### src/rtl/core/assert_macros.svh
// ----------------------------------------------------------------------------
// Assertion macros
// Shared concurrent assertion helpers, all clocked on clk and disabled in reset.
// ----------------------------------------------------------------------------
`ifndef ASSERT_MACROS_SVH
`define ASSERT_MACROS_SVH

// A property that holds at every clock edge outside reset.
`define SHA_ASSERT(lbl, prop, msg) \
  lbl: assert property (@(posedge clk) disable iff (!rst_n) prop) else $error(msg);

// An antecedent that implies a consequent in the same cycle.
`define SHA_ASSERT_IMP(lbl, ante, cons, msg) \
  lbl: assert property (@(posedge clk) disable iff (!rst_n) (ante) |-> (cons)) \
    else $error(msg);

// An antecedent that implies a consequent in the next cycle.
`define SHA_ASSERT_NEXT(lbl, ante, cons, msg) \
  lbl: assert property (@(posedge clk) disable iff (!rst_n) (ante) |=> (cons)) \
    else $error(msg);

`endif

### src/rtl/core/sha1_pkg.sv
// ----------------------------------------------------------------------------
// SHA-1 package
// Types, constants and command structure shared by the SHA-1 modules.
// ----------------------------------------------------------------------------
`timescale 1ns / 1ps
`default_nettype none

package sha1_pkg;

  localparam int unsigned BLOCK_WORDS  = 16;
  localparam int unsigned DIGEST_WORDS = 5;
  localparam int unsigned POS_W        = 4;
  localparam int unsigned RND_W        = 7;
  localparam int unsigned OIDX_W       = 3;

  localparam logic [POS_W-1:0]  POS_LEN_HI = 4'd14;
  localparam logic [POS_W-1:0]  POS_LAST   = 4'd15;
  localparam logic [RND_W-1:0]  RND_LAST   = 7'd79;
  localparam logic [RND_W-1:0]  RND_STG1   = 7'd20;
  localparam logic [RND_W-1:0]  RND_STG2   = 7'd40;
  localparam logic [RND_W-1:0]  RND_STG3   = 7'd60;
  localparam logic [OIDX_W-1:0] OIDX_LAST  = 3'd4;
  localparam logic [2:0]        FULL_BYTES = 3'd4;

  localparam logic [31:0] MARK_WORD = 32'h8000_0000;

  localparam logic [31:0] K0 = 32'h5A82_7999;
  localparam logic [31:0] K1 = 32'h6ED9_EBA1;
  localparam logic [31:0] K2 = 32'h8F1B_BCDC;
  localparam logic [31:0] K3 = 32'hCA62_C1D6;

  localparam logic [31:0] IV [DIGEST_WORDS] = '{
    32'h6745_2301, 32'hEFCD_AB89, 32'h98BA_DCFE, 32'h1032_5476, 32'hC3D2_E1F0
  };

  // Controller states.
  typedef enum logic [2:0] {
    ST_IDLE,
    ST_PAD,
    ST_ROUND,
    ST_ADD,
    ST_OUT
  } sha1_state_t;

  // Source of the word pushed into the block buffer.
  typedef enum logic [2:0] {
    SRC_DATA,
    SRC_LAST,
    SRC_MARK,
    SRC_ZERO,
    SRC_LEN_HI,
    SRC_LEN_LO
  } sha1_src_t;

  // Commands from the controller to the datapath.
  typedef struct packed {
    logic              accept;
    logic              push;
    sha1_src_t         src;
    logic              load_work;
    logic              round_en;
    logic [RND_W-1:0]  rnd;
    logic              add_en;
    logic              clear;
    logic [OIDX_W-1:0] out_idx;
  } sha1_cmd_t;

endpackage

`default_nettype wire

### src/rtl/core/sha1_hash_engine.sv
// ----------------------------------------------------------------------------
// SHA-1 hash engine
// Streams big-endian message words, pads the final block and returns the
// five 32-bit digest words.
// ----------------------------------------------------------------------------
//  Channel   Direction  Handshake           Payload
//  in_       input      in_valid/in_stall   data_word, valid_bytes, last_word
//  out_      output     out_valid/out_stall digest_word, digest_last
//
//  A word that does not fill the block and is not the last word leaves the
//  engine ready for the next word. The sixteenth word of a block starts the
//  compression: 80 rounds at one round a cycle, then the chaining add; no input
//  is taken until it has finished. The last word is followed by the padding
//  words, one or two compressions and five output transfers. Reset is
//  synchronous and restores the initial values. out_stall holds the current
//  digest word; no input is taken until the fifth word has been transferred.
// ----------------------------------------------------------------------------
`timescale 1ns / 1ps
`default_nettype none

`include "assert_macros.svh"

module sha1_hash_engine (
  input  wire logic        clk,
  input  wire logic        rst_n,
  input  wire logic        in_valid,
  output logic             in_stall,
  input  wire logic [31:0] in_data_word,
  input  wire logic [2:0]  in_valid_bytes,
  input  wire logic        in_last_word,
  output logic             out_valid,
  input  wire logic        out_stall,
  output logic [31:0]      out_digest_word,
  output logic             out_digest_last
);

  sha1_pkg::sha1_cmd_t cmd;

  // Sequencer for intake, padding, rounds and output.
  sha1_ctrl u_ctrl (
    .clk             (clk),
    .rst_n           (rst_n),
    .in_valid        (in_valid),
    .in_valid_bytes  (in_valid_bytes),
    .in_last_word    (in_last_word),
    .in_stall        (in_stall),
    .out_valid       (out_valid),
    .out_stall       (out_stall),
    .out_digest_last (out_digest_last),
    .cmd             (cmd)
  );

  // Buffer, schedule, round logic and chaining values.
  sha1_datapath u_datapath (
    .clk            (clk),
    .rst_n          (rst_n),
    .cmd            (cmd),
    .in_data_word   (in_data_word),
    .in_valid_bytes (in_valid_bytes),
    .in_last_word   (in_last_word),
    .digest_word    (out_digest_word)
  );

  // No input transfer while the digest is being delivered.
  `SHA_ASSERT_IMP(a_no_in_during_out, out_valid, in_stall, "input taken during digest output")

  // A buffer push never overlaps a compression round.
  `SHA_ASSERT_IMP(a_push_not_round, cmd.push, !cmd.round_en, "push during round")

  // Working variables load only on the push that completes a block.
  `SHA_ASSERT_IMP(a_load_on_push, cmd.load_work, cmd.push, "load without push")

  // The final digest transfer ends the output phase.
  `SHA_ASSERT_NEXT(a_out_ends, out_valid && !out_stall && out_digest_last, !out_valid,
                   "output continues after last digest word")

endmodule

`default_nettype wire

### src/rtl/core/sha1_datapath.sv
// ----------------------------------------------------------------------------
// SHA-1 datapath
// Block buffer and message schedule window, round logic, chaining values and
// the message bit-length counter.
// ----------------------------------------------------------------------------
`timescale 1ns / 1ps
`default_nettype none

module sha1_datapath (
  input  wire logic               clk,
  input  wire logic               rst_n,
  input  wire sha1_pkg::sha1_cmd_t cmd,
  input  wire logic [31:0]        in_data_word,
  input  wire logic [2:0]         in_valid_bytes,
  input  wire logic               in_last_word,
  output logic [31:0]             digest_word
);

  logic [31:0] win_r [sha1_pkg::BLOCK_WORDS];
  logic [31:0] win_nxt [sha1_pkg::BLOCK_WORDS];
  logic [31:0] cv_r [sha1_pkg::DIGEST_WORDS];
  logic [31:0] cv_nxt [sha1_pkg::DIGEST_WORDS];
  logic [31:0] a_r, b_r, c_r, d_r, e_r;
  logic [31:0] a_nxt, b_nxt, c_nxt, d_nxt, e_nxt;
  logic [63:0] len_r, len_nxt;
  logic [2:0]  vb_sat;
  logic [31:0] last_word_pad;
  logic [31:0] push_word;
  logic [31:0] sched_word;
  logic [31:0] sched_mix;
  logic [31:0] f_val, k_val, t_val;

  // Byte count of the final word, saturated to a full word.
  assign vb_sat = (in_valid_bytes > sha1_pkg::FULL_BYTES) ? sha1_pkg::FULL_BYTES
                                                          : in_valid_bytes;

  // Final partial word: keep the valid bytes and place the marker byte after them.
  always_comb begin
    unique case (vb_sat)
      3'd0:    last_word_pad = sha1_pkg::MARK_WORD;
      3'd1:    last_word_pad = {in_data_word[31:24], 24'h80_0000};
      3'd2:    last_word_pad = {in_data_word[31:16], 16'h8000};
      3'd3:    last_word_pad = {in_data_word[31:8], 8'h80};
      default: last_word_pad = in_data_word;
    endcase
  end

  // Word pushed into the block buffer.
  always_comb begin
    unique case (cmd.src)
      sha1_pkg::SRC_DATA:   push_word = in_data_word;
      sha1_pkg::SRC_LAST:   push_word = last_word_pad;
      sha1_pkg::SRC_MARK:   push_word = sha1_pkg::MARK_WORD;
      sha1_pkg::SRC_LEN_HI: push_word = len_r[63:32];
      sha1_pkg::SRC_LEN_LO: push_word = len_r[31:0];
      default:              push_word = '0;
    endcase
  end

  // Message schedule: the window holds w[r..r+15], so the next word is formed
  // from fixed taps and shifted in at the top.
  assign sched_mix  = win_r[13] ^ win_r[8] ^ win_r[2] ^ win_r[0];
  assign sched_word = {sched_mix[30:0], sched_mix[31]};

  always_comb begin
    for (int i = 0; i < sha1_pkg::BLOCK_WORDS - 1; i++) begin
      win_nxt[i] = (cmd.push || cmd.round_en) ? win_r[i+1] : win_r[i];
    end
    if (cmd.push) begin
      win_nxt[sha1_pkg::BLOCK_WORDS-1] = push_word;
    end else if (cmd.round_en) begin
      win_nxt[sha1_pkg::BLOCK_WORDS-1] = sched_word;
    end else begin
      win_nxt[sha1_pkg::BLOCK_WORDS-1] = win_r[sha1_pkg::BLOCK_WORDS-1];
    end
  end

  // Round function and constant for the current group of twenty rounds.
  always_comb begin
    priority if (cmd.rnd < sha1_pkg::RND_STG1) begin
      f_val = (b_r & c_r) | (~b_r & d_r);
      k_val = sha1_pkg::K0;
    end else if (cmd.rnd < sha1_pkg::RND_STG2) begin
      f_val = b_r ^ c_r ^ d_r;
      k_val = sha1_pkg::K1;
    end else if (cmd.rnd < sha1_pkg::RND_STG3) begin
      f_val = (b_r & c_r) | (b_r & d_r) | (c_r & d_r);
      k_val = sha1_pkg::K2;
    end else begin
      f_val = b_r ^ c_r ^ d_r;
      k_val = sha1_pkg::K3;
    end
  end

  assign t_val = {a_r[26:0], a_r[31:27]} + f_val + k_val + win_r[0] + e_r;

  // Working variables: loaded from the chaining values, then one round a cycle.
  always_comb begin
    a_nxt = a_r;
    b_nxt = b_r;
    c_nxt = c_r;
    d_nxt = d_r;
    e_nxt = e_r;
    if (cmd.load_work) begin
      a_nxt = cv_r[0];
      b_nxt = cv_r[1];
      c_nxt = cv_r[2];
      d_nxt = cv_r[3];
      e_nxt = cv_r[4];
    end else if (cmd.round_en) begin
      a_nxt = t_val;
      b_nxt = a_r;
      c_nxt = {b_r[1:0], b_r[31:2]};
      d_nxt = c_r;
      e_nxt = d_r;
    end
  end

  // Chaining values: add the block result, or return to the initial values.
  always_comb begin
    for (int i = 0; i < sha1_pkg::DIGEST_WORDS; i++) begin
      cv_nxt[i] = cv_r[i];
    end
    if (cmd.clear) begin
      for (int i = 0; i < sha1_pkg::DIGEST_WORDS; i++) begin
        cv_nxt[i] = sha1_pkg::IV[i];
      end
    end else if (cmd.add_en) begin
      cv_nxt[0] = cv_r[0] + a_r;
      cv_nxt[1] = cv_r[1] + b_r;
      cv_nxt[2] = cv_r[2] + c_r;
      cv_nxt[3] = cv_r[3] + d_r;
      cv_nxt[4] = cv_r[4] + e_r;
    end
  end

  // Message bit length, counted on every accepted word.
  always_comb begin
    len_nxt = len_r;
    if (cmd.clear) begin
      len_nxt = '0;
    end else if (cmd.accept) begin
      if (in_last_word) begin
        len_nxt = len_r + {58'd0, vb_sat, 3'b000};
      end else begin
        len_nxt = len_r + 64'd32;
      end
    end
  end

  always_ff @(posedge clk) begin
    if (!rst_n) begin
      for (int i = 0; i < sha1_pkg::DIGEST_WORDS; i++) begin
        cv_r[i] <= sha1_pkg::IV[i];
      end
      len_r <= '0;
    end else begin
      cv_r  <= cv_nxt;
      len_r <= len_nxt;
    end
  end

  always_ff @(posedge clk) begin
    win_r <= win_nxt;
    a_r   <= a_nxt;
    b_r   <= b_nxt;
    c_r   <= c_nxt;
    d_r   <= d_nxt;
    e_r   <= e_nxt;
  end

  // Digest word selected by the controller's output index.
  always_comb begin
    unique case (cmd.out_idx)
      3'd0:    digest_word = cv_r[0];
      3'd1:    digest_word = cv_r[1];
      3'd2:    digest_word = cv_r[2];
      3'd3:    digest_word = cv_r[3];
      default: digest_word = cv_r[4];
    endcase
  end

endmodule

`default_nettype wire

### src/rtl/core/sha1_ctrl.sv
// ----------------------------------------------------------------------------
// SHA-1 controller
// Sequences word intake, padding, the 80 compression rounds and digest output.
// ----------------------------------------------------------------------------
`timescale 1ns / 1ps
`default_nettype none

module sha1_ctrl (
  input  wire logic       clk,
  input  wire logic       rst_n,
  input  wire logic       in_valid,
  input  wire logic [2:0] in_valid_bytes,
  input  wire logic       in_last_word,
  output logic            in_stall,
  output logic            out_valid,
  input  wire logic       out_stall,
  output logic            out_digest_last,
  output sha1_pkg::sha1_cmd_t cmd
);

  sha1_pkg::sha1_state_t state_r, state_nxt;
  logic [sha1_pkg::POS_W-1:0]  pos_r, pos_nxt;
  logic [sha1_pkg::RND_W-1:0]  rnd_r, rnd_nxt;
  logic [sha1_pkg::OIDX_W-1:0] oidx_r, oidx_nxt;
  logic pad_r, pad_nxt;
  logic mark_r, mark_nxt;
  logic hi_r, hi_nxt;
  logic accept;
  logic push;
  logic wrap;
  logic out_xfer;
  logic out_done;

  assign accept   = (state_r == sha1_pkg::ST_IDLE) && in_valid;
  assign push     = accept || (state_r == sha1_pkg::ST_PAD);
  assign wrap     = push && (pos_r == sha1_pkg::POS_LAST);
  assign out_xfer = (state_r == sha1_pkg::ST_OUT) && !out_stall;
  assign out_done = out_xfer && (oidx_r == sha1_pkg::OIDX_LAST);

  // Next state.
  always_comb begin
    state_nxt = state_r;
    unique case (state_r)
      sha1_pkg::ST_IDLE: begin
        if (in_valid) begin
          if (pos_r == sha1_pkg::POS_LAST) begin
            state_nxt = sha1_pkg::ST_ROUND;
          end else if (in_last_word) begin
            state_nxt = sha1_pkg::ST_PAD;
          end
        end
      end
      sha1_pkg::ST_PAD: begin
        if (pos_r == sha1_pkg::POS_LAST) begin
          state_nxt = sha1_pkg::ST_ROUND;
        end
      end
      sha1_pkg::ST_ROUND: begin
        if (rnd_r == sha1_pkg::RND_LAST) begin
          state_nxt = sha1_pkg::ST_ADD;
        end
      end
      sha1_pkg::ST_ADD: begin
        if (hi_r) begin
          state_nxt = sha1_pkg::ST_OUT;
        end else if (pad_r) begin
          state_nxt = sha1_pkg::ST_PAD;
        end else begin
          state_nxt = sha1_pkg::ST_IDLE;
        end
      end
      sha1_pkg::ST_OUT: begin
        if (out_done) begin
          state_nxt = sha1_pkg::ST_IDLE;
        end
      end
      default: state_nxt = sha1_pkg::ST_IDLE;
    endcase
  end

  // Outputs and datapath commands.
  always_comb begin
    in_stall        = (state_r != sha1_pkg::ST_IDLE);
    out_valid       = (state_r == sha1_pkg::ST_OUT);
    out_digest_last = (oidx_r == sha1_pkg::OIDX_LAST);

    cmd           = '0;
    cmd.accept    = accept;
    cmd.push      = push;
    cmd.load_work = wrap;
    cmd.round_en  = (state_r == sha1_pkg::ST_ROUND);
    cmd.rnd       = rnd_r;
    cmd.add_en    = (state_r == sha1_pkg::ST_ADD);
    cmd.clear     = out_done;
    cmd.out_idx   = oidx_r;

    // Word source: input data in idle, padding words otherwise.
    priority if (state_r == sha1_pkg::ST_IDLE) begin
      cmd.src = in_last_word ? sha1_pkg::SRC_LAST : sha1_pkg::SRC_DATA;
      if (in_last_word && (in_valid_bytes >= sha1_pkg::FULL_BYTES)) begin
        cmd.src = sha1_pkg::SRC_DATA;
      end
    end else if (mark_r) begin
      cmd.src = sha1_pkg::SRC_MARK;
    end else if (pos_r == sha1_pkg::POS_LEN_HI) begin
      cmd.src = sha1_pkg::SRC_LEN_HI;
    end else if ((pos_r == sha1_pkg::POS_LAST) && hi_r) begin
      cmd.src = sha1_pkg::SRC_LEN_LO;
    end else begin
      cmd.src = sha1_pkg::SRC_ZERO;
    end
  end

  // Counters and padding flags.
  always_comb begin
    pos_nxt  = push ? pos_r + 1'b1 : pos_r;
    rnd_nxt  = ((state_r == sha1_pkg::ST_ROUND) && (rnd_r != sha1_pkg::RND_LAST))
               ? rnd_r + 1'b1 : '0;
    oidx_nxt = oidx_r;
    if (out_xfer) begin
      oidx_nxt = out_done ? '0 : oidx_r + 1'b1;
    end
    pad_nxt  = pad_r;
    mark_nxt = mark_r;
    hi_nxt   = hi_r;
    if (accept && in_last_word) begin
      pad_nxt  = 1'b1;
      mark_nxt = (in_valid_bytes >= sha1_pkg::FULL_BYTES);
    end else if (state_r == sha1_pkg::ST_PAD) begin
      if (mark_r) begin
        mark_nxt = 1'b0;
      end else if (pos_r == sha1_pkg::POS_LEN_HI) begin
        hi_nxt = 1'b1;
      end
    end else if (out_done) begin
      pad_nxt = 1'b0;
      hi_nxt  = 1'b0;
    end
  end

  always_ff @(posedge clk) begin
    if (!rst_n) begin
      state_r <= sha1_pkg::ST_IDLE;
      pos_r   <= '0;
      rnd_r   <= '0;
      oidx_r  <= '0;
      pad_r   <= 1'b0;
      mark_r  <= 1'b0;
      hi_r    <= 1'b0;
    end else begin
      state_r <= state_nxt;
      pos_r   <= pos_nxt;
      rnd_r   <= rnd_nxt;
      oidx_r  <= oidx_nxt;
      pad_r   <= pad_nxt;
      mark_r  <= mark_nxt;
      hi_r    <= hi_nxt;
    end
  end

endmodule

`default_nettype wire
### config.mk
export PLATFORM = sky130hd
export DESIGN_NAME = sha1_hash_engine
export DESIGN_NICKNAME = d
export VERILOG_FILES = /design/src/rtl/core/sha1_pkg.sv /design/src/rtl/core/sha1_hash_engine.sv /design/src/rtl/core/sha1_datapath.sv /design/src/rtl/core/sha1_ctrl.sv
export VERILOG_INCLUDE_DIRS = /design/src /design/src/rtl/core
export SDC_FILE = /design/constraint.sdc
export NUM_CORES = 2
export LEC_CHECK = 0
export BUFFER_PORTS_ARGS = -buffer_cell sky130_fd_sc_hd__buf_2
export CORE_UTILIZATION = 45
export DETAILED_ROUTE_END_ITERATION = 6
export GPL_ROUTABILITY_DRIVEN = 0
export HOLD_SLACK_MARGIN = 0.02
export MAX_ROUTING_LAYER = met4
export PLACE_DENSITY = 0.62
export SYNTH_ARGS = -nofsm -noshare
export SYNTH_HDL_FRONTEND = slang
export SYNTH_HIERARCHICAL = 1
export SYNTH_SLANG_ARGS = --single-unit
### constraint.sdc
create_clock -name clk -period 13.5 [get_ports clk]
set_clock_uncertainty 0.1 [all_clocks]
set_input_delay 2.7 -clock clk [delete_from_list [all_inputs] [get_ports clk]]
set_output_delay 2.7 -clock clk [all_outputs]
set_load 0.02 [all_outputs]
==> qor.csv <==
stage;metric;value;unit
timing;slew of the pin with the lowest slew margin;1.16;ns
timing;final setup margin;6.78;ns
placement;Inst Count DP;5275;
clock_network;Sink Count;913;
outcome;failing checks;design-rule violations;
worst_hold_path;Worst Hold Launch;u_datapath/win_r[351];
power;Pleak;19.3;nW
timing;min Tclk post-route;6.72;ns
floorplan;die width;325;µm
drt;Remaining DRCs;1;
placement;PortBufs;74;
setup_path;CP Launch Type;flip-flop;
timing;final hold viol count;0;
setup_path;CP delay by family, top;compound AO/OA/AOI/OAI gates;
grt;largest net degree at the start of global routing;207;
floorplan;total die area;106000;µm²
clock_network;clk_lat worst skew;0.68;ns
setup_path;slowest CP cell;inv_1;
floorplan;DIE HEIGHT;325;µm
timing;fin. max-slew vios;0;
logic_synthesis;synthesized area;47000;µm²
power;Sw Share;28.0;%
drt;Vias;30900;
worst_hold_path;hold crit path type;reg2reg;
logic_synthesis;Post-synth top flop;edfxtp_1;
setup_path;endpoint class of the critical path;flip-flop;
timing;RSZ-0062 raised after global routing;no;
setup_path;delay of the slowest critical-path stage;0.71;ns
clock_network;cts repair resizes;0;
job;max_cap viols;0;
outcome;status;finished with violations;
clock_network;setup repair bufs after CTS;0;
setup_path;CP Launch Point;u_ctrl/rnd_r[4];
finish;antenna diode count;0;
clock_network;CTS root buf;clkbuf_16;
drt;drt pass-1 iters;7;
power;combinational share of power;18.9;%
clock_network;cts hold-fix bufs;0;
finish;layout cells sized above 1;11.6;%
timing;Setup TNS Final;0;ns
setup_path;Buf+Inv Stages, Crit Path;5;
clock_network;CTS tree;built;
finish;synthesis-to-finish area growth;10.6;%
logic_synthesis;Avg Cell Area, Syn;12.0;µm²
power;Internal;5.91;mW
clock_network;clock buffer depth;3;
power;Switching Power;2.30;mW
placement;dpl hpwl;83200;µm
power;PwrDens;158;nW/µm²
grt;GRT Resource Usage Total;23.0;%
logic_synthesis;Gate Count Post-Synth;3924;
logic_synthesis;synth unique cells;95;
floorplan;Ports;75;
placement;Placement Cell Area;48900;µm²
clock_network;H-tree lvl count;3;
finish;nets@finish;4359;
finish;Final Non-Filler Cells;5451;
drt;Avg WL per Cell;21.9;µm
clock_network;CTS Buf Count;94;
logic_synthesis;YS warnings;6;
drt;DRT iter0 DRCs;2920;
finish;cell area after layout;52000;µm²
power;sequential share of power;49.3;%
grt;vias in the first global route;29400;
setup_path;CP Data Required Time;13.75;ns
setup_path;critical-path cell list;a41oi_1, buf_4, nand2_1, inv_1, nor2_2, buf_4, a221oi_1, fa_1, fa_1, inv_1, ha_1, inv_1, fa_1, nor2b_1, o21ai_0, a21boi_1, o31ai_1, a211oi_1, o22ai_1, o21ai_0, xnor2_1, o21ai_0;
power;Final Power;8.21;mW
grt;antenna violations before repair;3;
drt;detailed-route wire length;119000;µm
logic_synthesis;Post-synth EDFFs;672;
setup_path;RR Startpoint;u_ctrl/rnd_r[4];
floorplan;Core ar.;103000;µm²
grt;grt ovf;0;
placement;Post-Place Worst Slack;6.06;ns
timing;Slew HR;22.7;%
timing;Fin Hold WS;0.305;ns
setup_path;CP arrival;6.98;ns
power;Clk pwr share;31.8;%
timing;Fmax achieved;0.149;GHz
setup_path;critical path class;reg2reg;
grt;first-pass GRT wire length;181000;µm
drt;number of routed nets with antenna violations;0;
drt;vias per cell;5.67;
logic_synthesis;post-synthesis sequential area ratio;53.2;%
floorplan;initial core utilization;45.4;%
logic_synthesis;synthesized flop and latch total;913;
floorplan;row count;118;
timing;Final setup viols;0;
setup_path;crit path max fanout;20;
finish;fill cell count;9142;
logic_synthesis;Syn Nets;4292;
power;VDD IR max;129;µV
timing;Tcrit/Tclk final;49.8;%
logic_synthesis;Synth async-reset ratio;0;%
finish;Final Util;50.2;%
clock_network;clock-pin slew on the worst setup and hold paths;0.06;ns
cell families (layout without fill, tap and decap cells):
| group | after synthesis | in the layout | share of synthesized area, % |
|---|---|---|---|
| AO/OA/AOI/OAI | 860 | 860 | 11.9 |
| XOR/XNOR | 295 | 295 | 5.50 |
| adder cells (fa/ha/maj) | 328 | 328 | 10.7 |
| buffers and inverters | 384 | 531 | 3.12 |
| flip-flops | 913 | 913 | 53.2 |
| multiplexers | 253 | 253 | 6.64 |
| AND/OR/NAND/NOR | 891 | 891 | 8.87 |
registers in the layout, summed over array words and instances, names as in the netlist:
name	flops
u_datapath/win_r	512
u_ctrl/pad_r	1
u_ctrl/mark_r	1
u_ctrl/oidx_r	3
u_ctrl/hi_r	1
u_datapath/c_r	32
u_datapath/a_r	32
u_ctrl/state_r	3
u_datapath/cv_r	160
u_ctrl/pos_r	4
u_datapath/len_r	61
u_datapath/e_r	32
u_datapath/b_r	32
u_ctrl/rnd_r	7
u_datapath/d_r	32
path summary, 6_finish.rpt:
kind	end	slack, ns	cells past startpoint
max	u_datapath/a_r[27]	6.78	22
min	u_datapath/win_r[383]	0.31	0
max reg2reg	u_datapath/a_r[27]	6.78	22
min reg2reg	u_datapath/win_r[383]	0.31	0
cell usage after synthesis, types with 7 or more instances:
cell type | instances | area share [%]
edfxtp_1 | 672 | 43
nor2_1 | 301 | 2.4
nand2_1 | 262 | 2.1
inv_1 | 248 | 2.0
dfxtp_1 | 241 | 10
xnor2_1 | 203 | 3.8
ha_1 | 202 | 5.4
a21oi_1 | 200 | 2.1
o21ai_0 | 197 | 2.1
mux2_2 | 149 | 3.6
fa_1 | 126 | 5.4
clkbuf_1 | 104 | 0.83
xor2_1 | 92 | 1.7
mux2i_1 | 72 | 1.5
a21o_1 | 69 | 1.1
nand3_1 | 65 | 0.69
o22ai_1 | 50 | 0.67
o21a_1 | 48 | 0.77
and3_1 | 40 | 0.53
nor3_1 | 39 | 0.42
nor2b_1 | 35 | 0.47
o21ai_1 | 35 | 0.37
mux4_2 | 32 | 1.5
nand2b_1 | 29 | 0.39
a211oi_1 | 27 | 0.43
a31oi_1 | 25 | 0.33
o21bai_1 | 24 | 0.38
buf_1 | 22 | 0.18
a222oi_1 | 21 | 0.45
and2_1 | 19 | 0.25
nand4_1 | 19 | 0.25
o31ai_1 | 17 | 0.27
or3_1 | 16 | 0.21
a221o_1 | 15 | 0.32
o211ai_1 | 15 | 0.24
a221oi_1 | 13 | 0.24
a211o_1 | 12 | 0.22
and4_1 | 11 | 0.20
or2_2 | 9 | 0.12
nor3b_1 | 8 | 0.13
nand3b_1 | 7 | 0.11
nor4_1 | 7 | 0.093
metal layers:
metal | GRT usage, % | wire, µm
met5 | - | 0
met3 | 2.80 | 6410
met2 | 34.7 | 53800
met4 | 6.24 | 3040
met1 | 32.8 | 56100
cell type report:
| type | count | area (µm²) | share of cell area, % |
|---|---|---|---|
| Sequential cell | 913 | 25000 | 48.1 |
| Multi-Input combinational cell | 2627 | 20600 | 39.6 |
| Clock buffer | 131 | 2570 | 4.95 |
| Tap cell | 1380 | 1730 | 3.32 |
| Inverter | 249 | 936 | 1.80 |
| Timing Repair Buffer | 106 | 636 | 1.22 |
| Clock inverter | 45 | 519 | 0.999 |
cells in the final DEF, fill, tap and decap left out, types with 126 or more instances in the layout:
cell,n
nand2_1,261
a21oi_1,200
fa_1,126
o21ai_0,197
mux2_2,149
ha_1,202
edfxtp_1,672
inv_1,247
dfxtp_1,238
nor2_1,297
xnor2_1,203
worst reg2reg max path, stage by stage, from the launching register on:
cell	delay, ns
dfxtp_1	0.37
a41oi_1	0.22
buf_4	0.22
nand2_1	0.08
inv_1	0.71
nor2_2	0.38
buf_4	0.32
a221oi_1	0.36
fa_1	0.50
fa_1	0.45
inv_1	0.06
ha_1	0.18
inv_1	0.06
fa_1	0.40
nor2b_1	0.12
o21ai_0	0.11
a21boi_1	0.30
o31ai_1	0.17
a211oi_1	0.52
o22ai_1	0.25
o21ai_0	0.26
xnor2_1	0.14
o21ai_0	0.09
power groups by stage:
stage | Clock, mW | Combinational [mW] | Sequential [mW]
final | 2.61 | 1.55 | 4.04
after global routing | 2.78 | 1.74 | 4.10
after CTS | 2.68 | 1.56 | 4.05
after detailed placement | 0 | 1.55 | 4.09
after global placement | 0 | 1.53 | 4.08
after floorplan | 0 | 1.16 | 4.06
No activity file was read; power rests on OpenSTA's default activity.
